<file path="src/rtl/core/ansf_pkg.sv">
// Shared constants and types for the SGR-only escape sequence filter.
`timescale 1ns / 1ps

package ansf_pkg;

    localparam int SEQ_DEPTH_DEF = 32;

    localparam logic [7:0] CH_ESC  = 8'h1B;
    localparam logic [7:0] CH_OPEN = 8'h5B;
    localparam logic [7:0] CH_SGR  = 8'h6D;   // 'm'
    localparam logic [7:0] CH_L    = 8'h6C;   // 'l'
    localparam logic [7:0] CH_H    = 8'h68;   // 'h'
    localparam logic [7:0] CH_R    = 8'h72;   // 'r'
    localparam logic [7:0] CH_N    = 8'h6E;   // 'n'

    typedef enum logic [1:0] {
        MODE_TEXT = 2'd0,
        MODE_ESC  = 2'd1,
        MODE_SEQ  = 2'd2
    } t_mode;

    typedef enum logic [1:0] {
        ST_IDLE   = 2'd0,
        ST_PEND   = 2'd1,
        ST_REPLAY = 2'd2
    } t_state;

    typedef struct packed {
        logic [7:0] out_byte;
        logic       byte_valid;
        logic       run_last;
        logic       stream_end;
        logic       dropped;
    } t_result;

    function automatic logic is_term(input logic [7:0] b);
        return (b == CH_SGR) || (b == CH_L) || (b == CH_H) || (b == CH_R) || (b == CH_N);
    endfunction

endpackage

</file>
<file path="src/rtl/core/ansi_sgr_only_filter.sv">
// Top level: SGR-only control sequence filter with a sequence buffer memory.
// Results are registered; a transfer's first result shows in the cycle after it.
// Throughput: plain bytes one per cycle while the master is ready; ESC then a byte other
// than '[' or ESC gives two results; a kept color sequence replays one byte per cycle
// from the buffer memory; input waits until the last result of either is registered.
// Reset: synchronous active low; clears parse state and output valid, not the buffer.
`timescale 1ns / 1ps

module ansi_sgr_only_filter #(
    parameter int SEQ_DEPTH = ansf_pkg::SEQ_DEPTH_DEF
) (
    input  logic       i_clk,
    input  logic       i_rst_n,
    input  logic       i_s_tvalid,
    output logic       o_s_tready,
    input  logic [7:0] i_s_tdata,    // [7:0] in_byte
    input  logic       i_s_tlast,    // stream_last
    output logic       o_m_tvalid,
    input  logic       i_m_tready,
    output logic [7:0] o_m_tdata,    // [7:0] out_byte
    output logic       o_m_tlast,    // run_last
    output logic [2:0] o_m_tuser     // [0] byte_valid, [1] stream_end, [2] seq_dropped_long
);
    import ansf_pkg::*;

    localparam int AW = $clog2(SEQ_DEPTH);
    localparam logic [AW-1:0] CNT_MAX  = AW'(SEQ_DEPTH - 1);
    localparam logic [AW-1:0] IDX_OPEN = AW'(1);
    localparam logic [AW-1:0] CNT_HDR  = AW'(2);

    t_state        r_state, n_state;
    t_mode         r_mode, n_mode;
    logic [AW-1:0] r_count, n_count;
    logic          r_ovf, n_ovf;
    logic [AW-1:0] r_idx, n_idx;
    logic          r_end, n_end;
    logic [7:0]    r_pend, n_pend;
    t_result       r_out, n_out;
    logic          r_out_valid, n_out_valid;
    logic          wr_en;
    logic          slot_free;
    logic          s_acc;

    logic [7:0]    r_mem [SEQ_DEPTH];
    logic [7:0]    r_rdata;

    assign slot_free  = !r_out_valid || i_m_tready;
    assign o_s_tready = (r_state == ST_IDLE) && slot_free;
    assign s_acc      = i_s_tvalid && o_s_tready;

    assign o_m_tvalid = r_out_valid;
    assign o_m_tdata  = r_out.out_byte;
    assign o_m_tlast  = r_out.run_last;
    assign o_m_tuser  = {r_out.dropped, r_out.stream_end, r_out.byte_valid};

    always_comb begin
        t_result    a0;
        logic       have0;
        logic       have1;
        logic       go_rep;
        logic [7:0] b;
        logic       last;

        n_state     = r_state;
        n_mode      = r_mode;
        n_count     = r_count;
        n_ovf       = r_ovf;
        n_idx       = r_idx;
        n_end       = r_end;
        n_pend      = r_pend;
        n_out       = r_out;
        n_out_valid = r_out_valid && !i_m_tready;
        wr_en       = 1'b0;
        a0          = '0;
        have0       = 1'b0;
        have1       = 1'b0;
        go_rep      = 1'b0;
        b           = i_s_tdata;
        last        = i_s_tlast;

        unique case (r_state)
            ST_IDLE: begin
                if (s_acc) begin
                    unique case (r_mode)
                        MODE_ESC: begin
                            if (b == CH_OPEN) begin
                                n_count = CNT_HDR;
                                n_ovf   = 1'b0;
                                n_mode  = MODE_SEQ;
                            end else begin
                                a0    = '{out_byte: CH_ESC, byte_valid: 1'b1, default: 1'b0};
                                have0 = 1'b1;
                                if (b == CH_ESC) begin
                                    n_mode = MODE_ESC;
                                    if (last) begin
                                        have1  = 1'b1;
                                        n_pend = CH_ESC;
                                    end
                                end else begin
                                    n_mode = MODE_TEXT;
                                    have1  = 1'b1;
                                    n_pend = b;
                                end
                            end
                        end
                        MODE_SEQ: begin
                            if (is_term(b)) begin
                                n_mode = MODE_TEXT;
                                n_ovf  = 1'b0;
                                if (b == CH_SGR && r_ovf) begin
                                    a0 = '{out_byte: 8'h00, dropped: 1'b1, default: 1'b0};
                                    have0   = 1'b1;
                                    n_count = '0;
                                end else if (b == CH_SGR) begin
                                    go_rep = 1'b1;
                                end else begin
                                    n_count = '0;
                                end
                            end else if (!r_ovf && r_count < CNT_MAX) begin
                                wr_en   = 1'b1;
                                n_count = r_count + AW'(1);
                            end else begin
                                n_ovf = 1'b1;
                            end
                        end
                        default: begin
                            if (b == CH_ESC) begin
                                n_mode = MODE_ESC;
                                if (last) begin
                                    a0    = '{out_byte: CH_ESC, byte_valid: 1'b1, default: 1'b0};
                                    have0 = 1'b1;
                                end
                            end else begin
                                n_mode = MODE_TEXT;
                                a0     = '{out_byte: b, byte_valid: 1'b1, default: 1'b0};
                                have0  = 1'b1;
                            end
                        end
                    endcase

                    if (last) begin
                        n_mode = MODE_TEXT;
                        n_ovf  = 1'b0;
                        if (!go_rep) begin
                            n_count = '0;
                        end
                        if (!have0 && !go_rep) begin
                            a0    = '0;
                            have0 = 1'b1;
                        end
                    end

                    n_end = last;
                    if (go_rep) begin
                        n_out       = '{out_byte: CH_ESC, byte_valid: 1'b1, default: 1'b0};
                        n_out_valid = 1'b1;
                        n_idx       = IDX_OPEN;
                        n_state     = ST_REPLAY;
                    end else if (have1) begin
                        n_out       = a0;
                        n_out_valid = 1'b1;
                        n_state     = ST_PEND;
                    end else if (have0) begin
                        n_out            = a0;
                        n_out.run_last   = 1'b1;
                        n_out.stream_end = last;
                        n_out_valid      = 1'b1;
                    end
                end
            end
            ST_PEND: begin
                if (slot_free) begin
                    n_out = '{out_byte: r_pend, byte_valid: 1'b1, run_last: 1'b1,
                              stream_end: r_end, dropped: 1'b0};
                    n_out_valid = 1'b1;
                    n_state     = ST_IDLE;
                end
            end
            ST_REPLAY: begin
                if (slot_free) begin
                    n_out_valid = 1'b1;
                    if (r_idx == r_count) begin
                        n_out = '{out_byte: CH_SGR, byte_valid: 1'b1, run_last: 1'b1,
                                  stream_end: r_end, dropped: 1'b0};
                        n_count = '0;
                        n_state = ST_IDLE;
                    end else begin
                        if (r_idx == IDX_OPEN) begin
                            n_out = '{out_byte: CH_OPEN, byte_valid: 1'b1, default: 1'b0};
                        end else begin
                            n_out = '{out_byte: r_rdata, byte_valid: 1'b1, default: 1'b0};
                        end
                        n_idx = r_idx + AW'(1);
                    end
                end
            end
            default: begin
                n_state = ST_IDLE;
            end
        endcase
    end

    always_ff @(posedge i_clk) begin
        if (!i_rst_n) begin
            r_state     <= ST_IDLE;
            r_mode      <= MODE_TEXT;
            r_count     <= '0;
            r_ovf       <= 1'b0;
            r_idx       <= '0;
            r_out_valid <= 1'b0;
        end else begin
            r_state     <= n_state;
            r_mode      <= n_mode;
            r_count     <= n_count;
            r_ovf       <= n_ovf;
            r_idx       <= n_idx;
            r_out_valid <= n_out_valid;
        end
    end

    always_ff @(posedge i_clk) begin
        r_end  <= n_end;
        r_pend <= n_pend;
        r_out  <= n_out;
    end

    // buffer: write at fill position, read one ahead of the replay index
    always_ff @(posedge i_clk) begin
        if (wr_en) begin
            r_mem[r_count] <= i_s_tdata;
        end
        r_rdata <= r_mem[n_idx];
    end

endmodule

</file>
<file path="config.mk">
export PLATFORM = sky130hd
export DESIGN_NAME = ansi_sgr_only_filter
export DESIGN_NICKNAME = d
export VERILOG_FILES = /design/src/rtl/core/ansf_pkg.sv /design/src/rtl/core/ansi_sgr_only_filter.sv
export SDC_FILE = /design/constraint.sdc
export NUM_CORES = 1
export LEC_CHECK = 0
export BUFFER_PORTS_ARGS = -buffer_cell sky130_fd_sc_hd__buf_4
export CORE_ASPECT_RATIO = 1.4
export CORE_MARGIN = 3
export CORE_UTILIZATION = 40
export CTS_CLUSTER_DIAMETER = 40
export CTS_CLUSTER_SIZE = 30
export DETAILED_ROUTE_END_ITERATION = 8
export PLACE_DENSITY = 0.55
export SYNTH_ARGS = -nofsm -noshare
export SYNTH_HDL_FRONTEND = slang
export SYNTH_SLANG_ARGS = --single-unit
</file>
<file path="constraint.sdc">
create_clock -name i_clk -period 4 [get_ports i_clk]
set_clock_uncertainty 0.1 [all_clocks]
set_input_delay 1 -clock i_clk [delete_from_list [all_inputs] [get_ports i_clk]]
set_output_delay 1 -clock i_clk [all_outputs]
set_load 0.1 [all_outputs]
</file>
==> results.cfg <==
[clocking]
htree_levels = 2
root_buffer = clkbuf_16
cts_tree = built
clock-sinks = 301
post_cts_resized = 0
clock_path_buffers = 3
postCtsHoldBufs = 0
post_cts_buffers = 0
numCtsBuffers = 35
insertion_delay_ps = 520
path_clk_slew_ps = 60

[global_routing]
grt_antenna_before_repair = 0
grt_max_degree = 49
grt_pass1_vias = 7696
grt_usage = 0.189
grt_overflow = 0
grt_pass1_wl_mm = 48.6

[critical_path]
crit_arrival_ps = 3850
rr_worst_depth = 11
crit_type = reg -> reg
endpoint_kind = flip-flop
crit_fanout = 32
worstPathRequired_ps = 4260
cp-start-kind = flip-flop

[hold_path]
hold_path_class = reg -> reg
whs_path_depth = 2

[floorplan]
dieArea_mm2 = 0.0345
die_height_um = 219
io_pins = 27
fp.coreArea_mm2 = 0.0317
num_rows = 77
die-width_um = 158
initial_utilization = 0.408

[yosys]
yosysTopAreaCellShare = 0.643
synthCells = 880
synthArstFlopShare = 0
synth-main-ff-cell = edfxtp_1
ys.warnings.count = 0
yosysUniqueCellTypes = 71
ys_seq_elements = 301
syn_nets = 905
avgSynthCellArea_um2 = 14.7
syn-cell-area_mm2 = 0.0129
yosys.area.top_type = edfxtp_1
yosys-top-cells-area = edfxtp_1, mux2i_1, dfxtp_1
ys_seq_area_frac = 0.680
synth_edf_count = 277

[power]
leakagePower_uw = 0.00497
peakVddDrop_v = 0.000234
cellPowerDensity_mw_per_mm2 = 466

[finish]
final_net_count = 1008
fill_cells = 2702
drive_gt1_frac = 0.205
diodes = 0
final_cell_mix = edfxtp_1, mux2i_1, buf_4
synthToLayoutAreaGrowth_pct = 18.6
final_cell_count_no_fill = 1404
mostFrequentLayoutCell = edfxtp_1

[sta]
finalCritPeriodShare = 0.895
holdWs_ps = 387
grt_setup_unrepaired = false
tightest_slew_ps = 1190
max_freq_mhz = 279
setup_viol = 0
relSlewSlack = 0.205
fin_tns_setup_ps = 0
report.final.slew_viol_count = 0
period_needed_ps = 3580
final_hold_viol_count = 0

[detailed_routing]
wl_per_cell_um = 23.2
dr.pass1.iters = 5
drcViolationCount = 0
detail_route.iter0.violations = 557
vias = 7710
detail-route-antenna-nets = 0
via_per_inst = 5.49
drt_wl_total_mm = 32.6

[flow_run]
drv_cap = 0

[placement]
routabilityCongestion = 0.879
dp.cells = 1341
dpl.hpwl_mm = 22.0
port_buffers = 26

[run_status]
status = complete, no violations
[kinds of logic after synthesis]
family	synth area share
buffers and inverters	0.0265
AOI/OAI and AO/OA	0.0817
and+or+nand+nor	0.0787
xor gates and xnor gates	0.00339
adders and majority gates	0.0124
muxes	0.117
DFF	0.680
[per-stage QoR]
step | utilization | worst slack, ps | total power, uW | instance area [um2]
final | 0.484 | 420 | 7140 | 15300
after global routing | 0.484 | 251 | 7350 | 15300
after CTS | 0.484 | 345 | 7210 | 15300
after detailed placement | 0.443 | 2.40 | 3690 | 14000
after global placement | 0.443 | 66.3 | 3690 | 14000
after floorplan | - | 390 | 3590 | 12900
[cell usage after synthesis, types with 5 or more instances]
library cell,number
a21boi_0,6
a21oi_1,26
a221oi_1,7
a22o_1,8
a22oi_1,18
a32oi_1,12
and2_1,8
and3_1,5
buf_2,6
buf_4,7
buf_6,10
clkbuf_1,21
dfxtp_1,24
edfxtp_1,277
ha_1,12
inv_1,15
mux2_2,16
mux2i_1,133
nand2_1,55
nand2b_1,7
nand3_1,19
nand4_1,10
nor2_1,51
nor2b_1,10
nor3_1,5
o2111ai_1,5
o21ai_0,29
o22ai_1,8
or3_1,10
[metal layers]
layer  global-route usage  part of all wire  up-vias
met4               0.0758             0.038        0
met3               0.0261             0.044       56
met1                0.243              0.41     3822
li1                     -                 -     3613
met5                    0                 0        -
met2                0.323              0.50      219
[worst max-delay path, stage by stage (launching register included)]
cell,delay [ps]
dfxtp_1,390
inv_1,90
ha_1,320
and2_4,200
and3_1,260
a21o_2,280
o211ai_4,370
buf_12,300
mux2i_1,290
mux2i_1,130
a32oi_1,520
nand4_1,160
[final cells by class]
| class | instances | area (um2) | area share |
|---|---|---|---|
| Sequential cell | 301 | 8800 | 0.574 |
| Tap cell | 395 | 494 | 0.0322 |
| Clock inverter | 24 | 372 | 0.0242 |
| Inverter | 15 | 56.3 | 0.00367 |
| Clock buffer | 39 | 933 | 0.0608 |
| Timing Repair Buffer | 112 | 891 | 0.0581 |
| Multi-Input combinational cell | 518 | 3790 | 0.247 |
[final timing paths]
path / from / endpoint / slack (ps)
max: r_state[1] / r_rdata[3] / 420
min: r_mode[0] / r_mode[0] / 390
max reg2reg: r_state[1] / r_rdata[3] / 420
min reg2reg: r_mode[0] / r_mode[0] / 390
[registers in the layout, indices dropped and copies added (netlist names)]
signal and count:
r_state 2, o_m_tuser 3, r_ovf 1, r_rdata 8, r_idx 5, o_m_tlast 1
r_end 1, o_m_tvalid 1, r_count 5, r_pend 8, o_m_tdata 8, r_mode 2
r_mem 256
[power by group]
group	leakage, uW	internal, uW	switching, uW
clock network	0.000631	2150	1380
registers	0.00269	3440	1.92
logic	0.00165	38.5	142
total	0.00497	5620	1520
Power figures use the tool's default switching activity.
